### config.mk
export PLATFORM = sky130hd
export DESIGN_NAME = interval_set_table
export DESIGN_NICKNAME = d
export VERILOG_FILES = /design/src/hdl/ist_pkg.sv /design/src/hdl/ist_ram.sv /design/src/hdl/ist_ctrl.sv /design/src/hdl/ist_dp.sv /design/src/hdl/interval_set_table.sv
export SDC_FILE = /design/constraint.sdc
export NUM_CORES = 2
export LEC_CHECK = 0
export BUFFER_PORTS_ARGS = -buffer_cell sky130_fd_sc_hd__buf_2
export CAP_MARGIN = 10
export CORE_UTILIZATION = 50
export CTS_CLUSTER_DIAMETER = 50
export CTS_CLUSTER_SIZE = 24
export DETAILED_ROUTE_END_ITERATION = 12
export GPL_ROUTABILITY_DRIVEN = 0
export HOLD_SLACK_MARGIN = 0.02
export PLACE_DENSITY = 0.78
export SLEW_MARGIN = 25
export SYNTH_ARGS = -nofsm -noshare
export SYNTH_HDL_FRONTEND = slang
export SYNTH_HIERARCHICAL = 1
export SYNTH_SLANG_ARGS = --single-unit
### constraint.sdc
create_clock -name clock -period 8.3 [get_ports clock]
set_clock_uncertainty 0.2 [all_clocks]
set_input_delay 0.415 -clock clock [delete_from_list [all_inputs] [get_ports clock]]
set_output_delay 0.415 -clock clock [all_outputs]
set_load 0.02 [all_outputs]
### src/hdl/ist_pkg.sv
package ist_pkg;

   typedef enum logic [1:0] {
      OP_ADD    = 2'd0,
      OP_REMOVE = 2'd1,
      OP_QUERY  = 2'd2,
      OP_RSVD   = 2'd3
   } ist_op_type;

   typedef enum logic [1:0] {
      ST_OK    = 2'd0,
      ST_FULL  = 2'd1,
      ST_EMPTY = 2'd2
   } ist_status_type;

   typedef struct packed {
      logic [1:0]  req_type;
      logic [31:0] range_start;
      logic [31:0] range_end;
   } ist_req_type;

   typedef struct packed {
      logic           covered;
      ist_status_type status;
   } ist_rsp_type;

   typedef enum logic [2:0] {
      S_IDLE,
      S_CHECK,
      S_READ,
      S_PROC,
      S_TAIL,
      S_DONE
   } ist_state_type;

   typedef struct packed {
      logic load;
      logic step;
      logic tail;
      logic finish;
   } ist_cmd_type;

   typedef struct packed {
      logic trivial;
      logic cnt_zero;
      logic last;
      logic stay;
      logic full;
      logic rsp_free;
   } ist_sts_type;

endpackage

### src/hdl/ist_ram.sv
module ist_ram #(
   parameter int WIDTH = 64,
   parameter int DEPTH = 16
) (
   input  logic                     clock,
   input  logic                     wr_en,
   input  logic [$clog2(DEPTH)-1:0] wr_addr,
   input  logic [WIDTH-1:0]         wr_data,
   input  logic [$clog2(DEPTH)-1:0] rd_addr,
   output logic [WIDTH-1:0]         rd_data
);

   logic [WIDTH-1:0] mem [DEPTH];

   always_ff @(posedge clock) begin
      if (wr_en) begin
         mem[wr_addr] <= wr_data;
      end
      rd_data <= mem[rd_addr];
   end

endmodule

### src/hdl/ist_ctrl.sv
module ist_ctrl
   import ist_pkg::*;
(
   input  logic        clock,
   input  logic        reset,
   input  logic        req_valid,
   output logic        req_stall,
   input  ist_sts_type sts,
   output ist_cmd_type cmd
);

   ist_state_type state_ff, state_in;

   always_ff @(posedge clock) begin
      if (reset) begin
         state_ff <= S_IDLE;
      end else begin
         state_ff <= state_in;
      end
   end

   always_comb begin
      state_in = state_ff;
      case (state_ff)
         S_IDLE:  if (req_valid) state_in = S_CHECK;
         S_CHECK: begin
            if (sts.trivial) state_in = S_DONE;
            else if (sts.cnt_zero) state_in = S_TAIL;
            else state_in = S_READ;
         end
         S_READ:  state_in = S_PROC;
         S_PROC: begin
            if (sts.full) state_in = S_DONE;
            else if (sts.stay) state_in = S_PROC;
            else if (sts.last) state_in = S_TAIL;
            else state_in = S_READ;
         end
         S_TAIL:  state_in = S_DONE;
         S_DONE:  if (sts.rsp_free) state_in = S_IDLE;
         default: state_in = S_IDLE;
      endcase
   end

   always_comb begin
      req_stall  = 1'b1;
      cmd        = '0;
      case (state_ff)
         S_IDLE: begin
            req_stall = 1'b0;
            cmd.load  = req_valid;
         end
         S_PROC:  cmd.step   = 1'b1;
         S_TAIL:  cmd.tail   = 1'b1;
         S_DONE:  cmd.finish = sts.rsp_free;
         default: cmd        = '0;
      endcase
   end

endmodule

### src/hdl/ist_dp.sv
module ist_dp
   import ist_pkg::*;
#(
   parameter int MAX_INTERVALS = 16,
   parameter int COORD_BITS    = 32
) (
   input  logic        clock,
   input  logic        reset,
   input  ist_req_type req_data,
   output logic        rsp_valid,
   input  logic        rsp_stall,
   output ist_rsp_type rsp_data,
   input  ist_cmd_type cmd,
   output ist_sts_type sts
);

   localparam int IW = $clog2(MAX_INTERVALS);
   localparam int NW = $clog2(MAX_INTERVALS + 1);
   localparam int CB = COORD_BITS;

   logic [CB-1:0]  l_ff, r_ff, ml_ff, mr_ff;
   ist_op_type     op_ff;
   logic [NW-1:0]  idx_ff, n_ff, cnt_ff;
   logic           placed_ff, half_ff, cov_ff, bank_ff;
   ist_status_type status_ff;
   logic           rsp_valid_ff;
   ist_rsp_type    rsp_ff;

   logic [2*CB-1:0] rd0, rd1, rd, wr_data;
   logic [CB-1:0]   s, e, wr_s, wr_e;
   logic            wr_req, wr_en, adv, set_placed, set_half, clr_half, merge, hit, full;
   logic            trivial, commit;

   assign rd = bank_ff ? rd1 : rd0;
   assign s  = rd[2*CB-1:CB];
   assign e  = rd[CB-1:0];
   assign wr_data = {wr_s, wr_e};

   ist_ram #(.WIDTH(2*CB), .DEPTH(MAX_INTERVALS)) u_bank0 (
      .clock   (clock),
      .wr_en   (wr_en && bank_ff),
      .wr_addr (n_ff[IW-1:0]),
      .wr_data (wr_data),
      .rd_addr (idx_ff[IW-1:0]),
      .rd_data (rd0)
   );

   ist_ram #(.WIDTH(2*CB), .DEPTH(MAX_INTERVALS)) u_bank1 (
      .clock   (clock),
      .wr_en   (wr_en && !bank_ff),
      .wr_addr (n_ff[IW-1:0]),
      .wr_data (wr_data),
      .rd_addr (idx_ff[IW-1:0]),
      .rd_data (rd1)
   );

   // per-entry decision
   always_comb begin
      wr_req     = 1'b0;
      wr_s       = s;
      wr_e       = e;
      adv        = 1'b0;
      set_placed = 1'b0;
      set_half   = 1'b0;
      clr_half   = 1'b0;
      merge      = 1'b0;
      hit        = 1'b0;
      if (cmd.step) begin
         case (op_ff)
            OP_ADD: begin
               if (e < l_ff) begin
                  wr_req = 1'b1;
                  adv    = 1'b1;
               end else if (s <= r_ff) begin
                  merge = 1'b1;
                  adv   = 1'b1;
               end else if (!placed_ff) begin
                  wr_req     = 1'b1;
                  wr_s       = ml_ff;
                  wr_e       = mr_ff;
                  set_placed = 1'b1;
               end else begin
                  wr_req = 1'b1;
                  adv    = 1'b1;
               end
            end
            OP_REMOVE: begin
               if (half_ff) begin
                  wr_req   = 1'b1;
                  wr_s     = r_ff;
                  clr_half = 1'b1;
                  adv      = 1'b1;
               end else if (s < r_ff && e > l_ff) begin
                  if (s < l_ff) begin
                     wr_req = 1'b1;
                     wr_e   = l_ff;
                     if (e > r_ff) set_half = 1'b1;
                     else adv = 1'b1;
                  end else if (e > r_ff) begin
                     wr_req = 1'b1;
                     wr_s   = r_ff;
                     adv    = 1'b1;
                  end else begin
                     adv = 1'b1;
                  end
               end else begin
                  wr_req = 1'b1;
                  adv    = 1'b1;
               end
            end
            OP_QUERY: begin
               hit = (s <= l_ff) && (e >= r_ff);
               adv = 1'b1;
            end
            default: adv = 1'b1;
         endcase
      end else if (cmd.tail && op_ff == OP_ADD && !placed_ff) begin
         wr_req = 1'b1;
         wr_s   = ml_ff;
         wr_e   = mr_ff;
      end
   end

   assign full    = wr_req && (n_ff == NW'(MAX_INTERVALS));
   assign wr_en   = wr_req && !full;
   assign trivial = (op_ff == OP_RSVD) || (r_ff <= l_ff);
   assign commit  = cmd.finish && !trivial && status_ff == ST_OK
                    && (op_ff == OP_ADD || op_ff == OP_REMOVE);

   assign sts.trivial  = trivial;
   assign sts.cnt_zero = (cnt_ff == '0);
   assign sts.last     = (idx_ff + NW'(1) == cnt_ff);
   assign sts.stay     = !adv;
   assign sts.full     = full;
   assign sts.rsp_free = !rsp_valid_ff || !rsp_stall;

   always_ff @(posedge clock) begin
      if (cmd.load) begin
         op_ff     <= ist_op_type'(req_data.req_type);
         l_ff      <= CB'(req_data.range_start);
         r_ff      <= CB'(req_data.range_end);
         ml_ff     <= CB'(req_data.range_start);
         mr_ff     <= CB'(req_data.range_end);
         idx_ff    <= '0;
         n_ff      <= '0;
         placed_ff <= 1'b0;
         half_ff   <= 1'b0;
         cov_ff    <= 1'b0;
         status_ff <= ST_OK;
      end else if (cmd.step || cmd.tail) begin
         if (full) begin
            status_ff <= ST_FULL;
         end else begin
            if (wr_en) n_ff <= n_ff + NW'(1);
            if (adv) idx_ff <= idx_ff + NW'(1);
            if (set_placed) placed_ff <= 1'b1;
            if (set_half) half_ff <= 1'b1;
            if (clr_half) half_ff <= 1'b0;
            if (merge) begin
               if (s < ml_ff) ml_ff <= s;
               if (e > mr_ff) mr_ff <= e;
            end
            if (hit) cov_ff <= 1'b1;
         end
      end
   end

   always_ff @(posedge clock) begin
      if (reset) begin
         cnt_ff       <= '0;
         bank_ff      <= 1'b0;
         rsp_valid_ff <= 1'b0;
      end else begin
         if (cmd.finish) rsp_valid_ff <= 1'b1;
         else if (!rsp_stall) rsp_valid_ff <= 1'b0;
         if (commit) begin
            cnt_ff  <= n_ff;
            bank_ff <= !bank_ff;
         end
      end
   end

   always_ff @(posedge clock) begin
      if (cmd.finish) begin
         if (op_ff == OP_RSVD) begin
            rsp_ff.covered <= 1'b0;
            rsp_ff.status  <= ST_OK;
         end else if (r_ff <= l_ff) begin
            rsp_ff.covered <= 1'b0;
            rsp_ff.status  <= ST_EMPTY;
         end else begin
            rsp_ff.covered <= cov_ff && op_ff == OP_QUERY;
            rsp_ff.status  <= status_ff;
         end
      end
   end

   assign rsp_valid = rsp_valid_ff;
   assign rsp_data  = rsp_ff;

`ifndef SYNTHESIS
   a_cnt_bound: assert property (@(posedge clock) disable iff (reset)
      cnt_ff <= NW'(MAX_INTERVALS))
      else $error("stored count above table size");
   a_no_overflow_write: assert property (@(posedge clock) disable iff (reset)
      wr_en |-> n_ff < NW'(MAX_INTERVALS))
      else $error("write beyond table end");
   a_reject_keeps_table: assert property (@(posedge clock) disable iff (reset)
      (cmd.finish && status_ff == ST_FULL) |=> ($stable(cnt_ff) && $stable(bank_ff)))
      else $error("rejected request changed the table");
`endif

endmodule

### src/hdl/interval_set_table.sv
// The walk over the table goes one entry at a time through the single registered
//   read port of the bank; an empty table or an empty range skips the walk.
// No new request is accepted until the previous one has finished its walk and
//   registered its response.
// Reset: synchronous, active high; the table is empty and no response pends.
// A new request is taken while a finished response still waits downstream.
module interval_set_table
   import ist_pkg::*;
#(
   parameter int MAX_INTERVALS = 16,
   parameter int COORD_BITS    = 32
) (
   input  logic        clock,
   input  logic        reset,
   input  logic        req_valid,
   output logic        req_stall,
   input  ist_req_type req_data,
   output logic        rsp_valid,
   input  logic        rsp_stall,
   output ist_rsp_type rsp_data
);

   // Commands from the sequencer, status back from the datapath.
   ist_cmd_type cmd;
   ist_sts_type sts;

   // Sequencer: accept, walk the table one entry at a time, then respond.
   ist_ctrl u_ctrl (
      .clock     (clock),
      .reset     (reset),
      .req_valid (req_valid),
      .req_stall (req_stall),
      .sts       (sts),
      .cmd       (cmd)
   );

   // Datapath: ping-pong table banks; the new table is built in the idle
   // bank and swapped in only when the request completes without overflow.
   ist_dp #(
      .MAX_INTERVALS (MAX_INTERVALS),
      .COORD_BITS    (COORD_BITS)
   ) u_dp (
      .clock     (clock),
      .reset     (reset),
      .req_data  (req_data),
      .rsp_valid (rsp_valid),
      .rsp_stall (rsp_stall),
      .rsp_data  (rsp_data),
      .cmd       (cmd),
      .sts       (sts)
   );

endmodule

==> results_dict.tcl <==
set metrics [dict create \
    grt_max_degree 131 \
    clk_pin_slew_ps 90 \
    antenna_found_initial 7 \
    clockBufferDepth 3 \
    wl_per_cell_um 32.64 \
    post-route-period-util 0.8132 \
    async_flop_share 0 \
    setup_viol 0 \
    vdd_drop_max_v 0.0002238 \
    ys_seq_elements 2333 \
    crit_family "simple AND/OR/NAND/NOR gates" \
    synthCells 4904 \
    endpoint_kind "register" \
    max_cap_violations 0 \
    gr-usage-all-layers 0.2631 \
    rows 159 \
    slew-limit-headroom 0.2004 \
    r2r_start "u_dp/bank_ff$_SDFFE_PP0P_" \
    core_um2 187800 \
    crit_buf_inv 3 \
    outcome "completed" \
    path_common_cell "buf_4" \
    synth_top_area_share 0.6925 \
    yosys.cell_types.count 85 \
    finalHoldViolCount 0 \
    power.density_nw_per_um2 217.8 \
    grt_pass1_vias 51050 \
    ys.flop_type "edfxtp_1" \
    required_ps 8580 \
    yosysWarningCount 6 \
    cts_max_level 4 \
    syn2layout_area_growth_pct 11.71 \
    critPathCapture "u_dp/u_bank0/mem[5][54]$_DFFE_PP_" \
    syn_area_per_cell_um2 19.29 \
    io_pins 75 \
    cp_slowest_stage_delay_ps 850 \
    syn-num-nets 5200 \
    fmax_ghz 0.1482 \
    synth_area_leaders "edfxtp_1 69%, mux4_2 12%, dfxtp_1 3.2%" \
    hold_class "primary input to register" \
    dp_hpwl_um 149300 \
    finalCriticalPeriod_ps 6750 \
    synth_area_um2 94580 \
    antenna_left 0 \
    worstPathMaxFanout 46 \
    drive_above_1_share 0.2555 \
    clock-sinks 2333 \
    clock_latency_ps 850 \
    cp-startpoint "u_dp/bank_ff$_SDFFE_PP0P_" \
    dr.pass1.iters 7 \
    cts_tree "built" \
    via_per_inst 6.638 \
    drtIter0Drc 7303 \
    postRouteWirelength_um 252900 \
    vias 51440 \
    rrSetupSlack_ps 1550 \
    cts-root-buf "clkbuf_16" \
    timing.rr.end "u_dp/u_bank0/mem[5][54]$_DFFE_PP_" \
    path_depth 15 \
    maxSlewViolCount 0 \
    critical_path.slowest_cell "dfxtp_4" \
    die_h_um 436.9 \
    synth_top_cell_by_area "edfxtp_1" \
    critPathKind "register to register" \
    crit_chain "buf_4, mux2_2, ha_1, nand4_1, or3_1, a21oi_1, a211oi_1, o21ai_2, and4bb_4, o221ai_1, and3_1, nand3b_1, nor2_4, buf_4, buf_4" \
    p_leak_nw 33.89 \
    start_kind "register" \
    finalSetupTns_ps 0 \
    grt_first_pass_wirelength_um 361400 \
    dieWidth_um 436.9 \
    synth_seq_area_share 0.7247 \
    worst_slew_pin_slew_ps 1199 \
    ff2ff_path_depth 15 \
    start_util 0.5036 \
    rsz0062_at_grt "false" \
    arrival_ps 7030 \
    dieArea_um2 190900 \
    port_buffers 74 \
    final_net_count 5411 \
    overflow 0 \
    cts-buffers-inserted 161 \
    synth_edf_count 2181 \
    drc_errors 0 \
    timing.hold.ws_ps 180.7 \
]
-- logic make-up after synthesis --
| group | share of synthesized area |
|---|---|
| AOI/OAI and AO/OA | 0.05361 |
| xor gates and xnor gates | 0.0005557 |
| adders and majority gates | 0.02990 |
| buffers and inverters | 0.01916 |
| DFF | 0.7247 |
| muxes | 0.1447 |
| and+or+nand+nor | 0.02741 |
-- what timing repair did --
item	4_1_cts	5_1_grt
hold endpoints to repair	140	0
buffers inserted	0	0
gates resized for setup	0	0
hold buffers	70	0
-- state kept, by name, summed over array words and instances, names as in the netlist, 3 cells and up --
name,count
u_dp/u_bank0/mem,1024
u_dp/u_bank1/mem,1024
u_dp/u_bank0/rd_data,64
u_dp/u_bank1/rd_data,64
u_dp/l_ff,32
u_dp/ml_ff,32
u_dp/mr_ff,32
u_dp/r_ff,32
u_dp/cnt_ff,5
u_dp/idx_ff,5
u_dp/n_ff,5
u_ctrl/state_ff,3
u_dp/rsp_data,3
-- metal layers --
| layer | up-vias | share of wire | GRT usage |
|---|---|---|---|
| met1 | 26680 | 0.36 | 0.3484 |
| met4 | 4 | 0.068 | 0.1522 |
| met5 | - | 0.000099 | 0 |
| met2 | 3447 | 0.47 | 0.4103 |
| met3 | 651 | 0.11 | 0.04882 |
| li1 | 20650 | - | - |
-- worst reg2reg max path: stages, from the launching register on --
cell and delay, ps:
dfxtp_4 850, buf_4 500, mux2_2 490, ha_1 360
nand4_1 180, or3_1 410, a21oi_1 190, a211oi_1 120
o21ai_2 330, and4bb_4 310, o221ai_1 300, and3_1 340
nand3b_1 350, nor2_4 190, buf_4 600, buf_4 600
-- power by group --
part | total (W) | switching [W] | internal, W
Clock | 0.00878 | 0.00450 | 0.00428
Sequential | 0.0131 | 0.000121 | 0.0130
Combinational | 0.00115 | 0.000785 | 0.000362
-- layout by cell type, fill, tap and decap left out, drive strengths merged, types with 45 or more instances in the layout --
cell type,instances
clkbuf,176
edfxtp,2181
a22oi,258
mux2,163
a21oi,184
nand2,249
mux4,512
inv,207
dfxtp,152
dlygate4sd3,70
nor2,68
buf,221
ha,226
o21ai,53
nand4,45
-- stage by stage --
step / total power (W) / worst slack [ps] / cell area (um^2) / utilization / cells
6_report: 0.02301 / 1550 / 105700 / 0.5626 / 7748
3_5_place_dp: 0.01442 / 1744 / 98940 / 0.5268 / 7373
4_1_cts: 0.02305 / 1688 / 105500 / 0.5618 / 7743
2_1_floorplan: 0.01395 / 888.0 / 94620 / - / 4904
3_3_place_gp: 0.01438 / 1801 / 98810 / 0.5261 / 7370
5_1_grt: 0.02356 / 1469 / 105700 / 0.5626 / 7747
-- synth_stat cells, types with 33 or more instances --
cell / instances
edfxtp_1: 2181
mux4_2: 512
a22oi_1: 258
nand2_1: 248
ha_1: 226
a21oi_1: 164
mux2_2: 159
dfxtp_1: 152
inv_1: 141
clkbuf_1: 123
nor2_1: 67
o21ai_0: 48
nand4_1: 44
o211ai_1: 43
nand2b_1: 40
a221oi_1: 38
buf_2: 38
a221o_1: 35
buf_6: 33
-- how the worst min path moves through the flow --
stage | start | to | cells after the start
finish | req_data[25] | u_dp/r_ff[25]$_DFFE_PP_ | 2
detailed placement | u_dp/cov_ff$_SDFFE_PP0P_ | u_dp/cov_ff$_SDFFE_PP0P_ | 1
CTS | req_data[42] | u_dp/l_ff[10]$_DFFE_PP_ | 2
floorplan | u_dp/cov_ff$_SDFFE_PP0P_ | u_dp/cov_ff$_SDFFE_PP0P_ | 1
global route | req_data[25] | u_dp/r_ff[25]$_DFFE_PP_ | 2
global placement | u_dp/cov_ff$_SDFFE_PP0P_ | u_dp/cov_ff$_SDFFE_PP0P_ | 1
-- final cells by class --
type                    instances  area (um^2)
diodes                          1        2.502
clock buffers                 176         4168
clock inverters               124         1697
fillers                     13490        82150
inverters                     143        538.0
multi-input cells            2185        25050
flip-flops and latches       2333        68550
well taps                    2495         3122
repair buffers                291         2531
No activity file was read; power rests on OpenSTA's default activity.
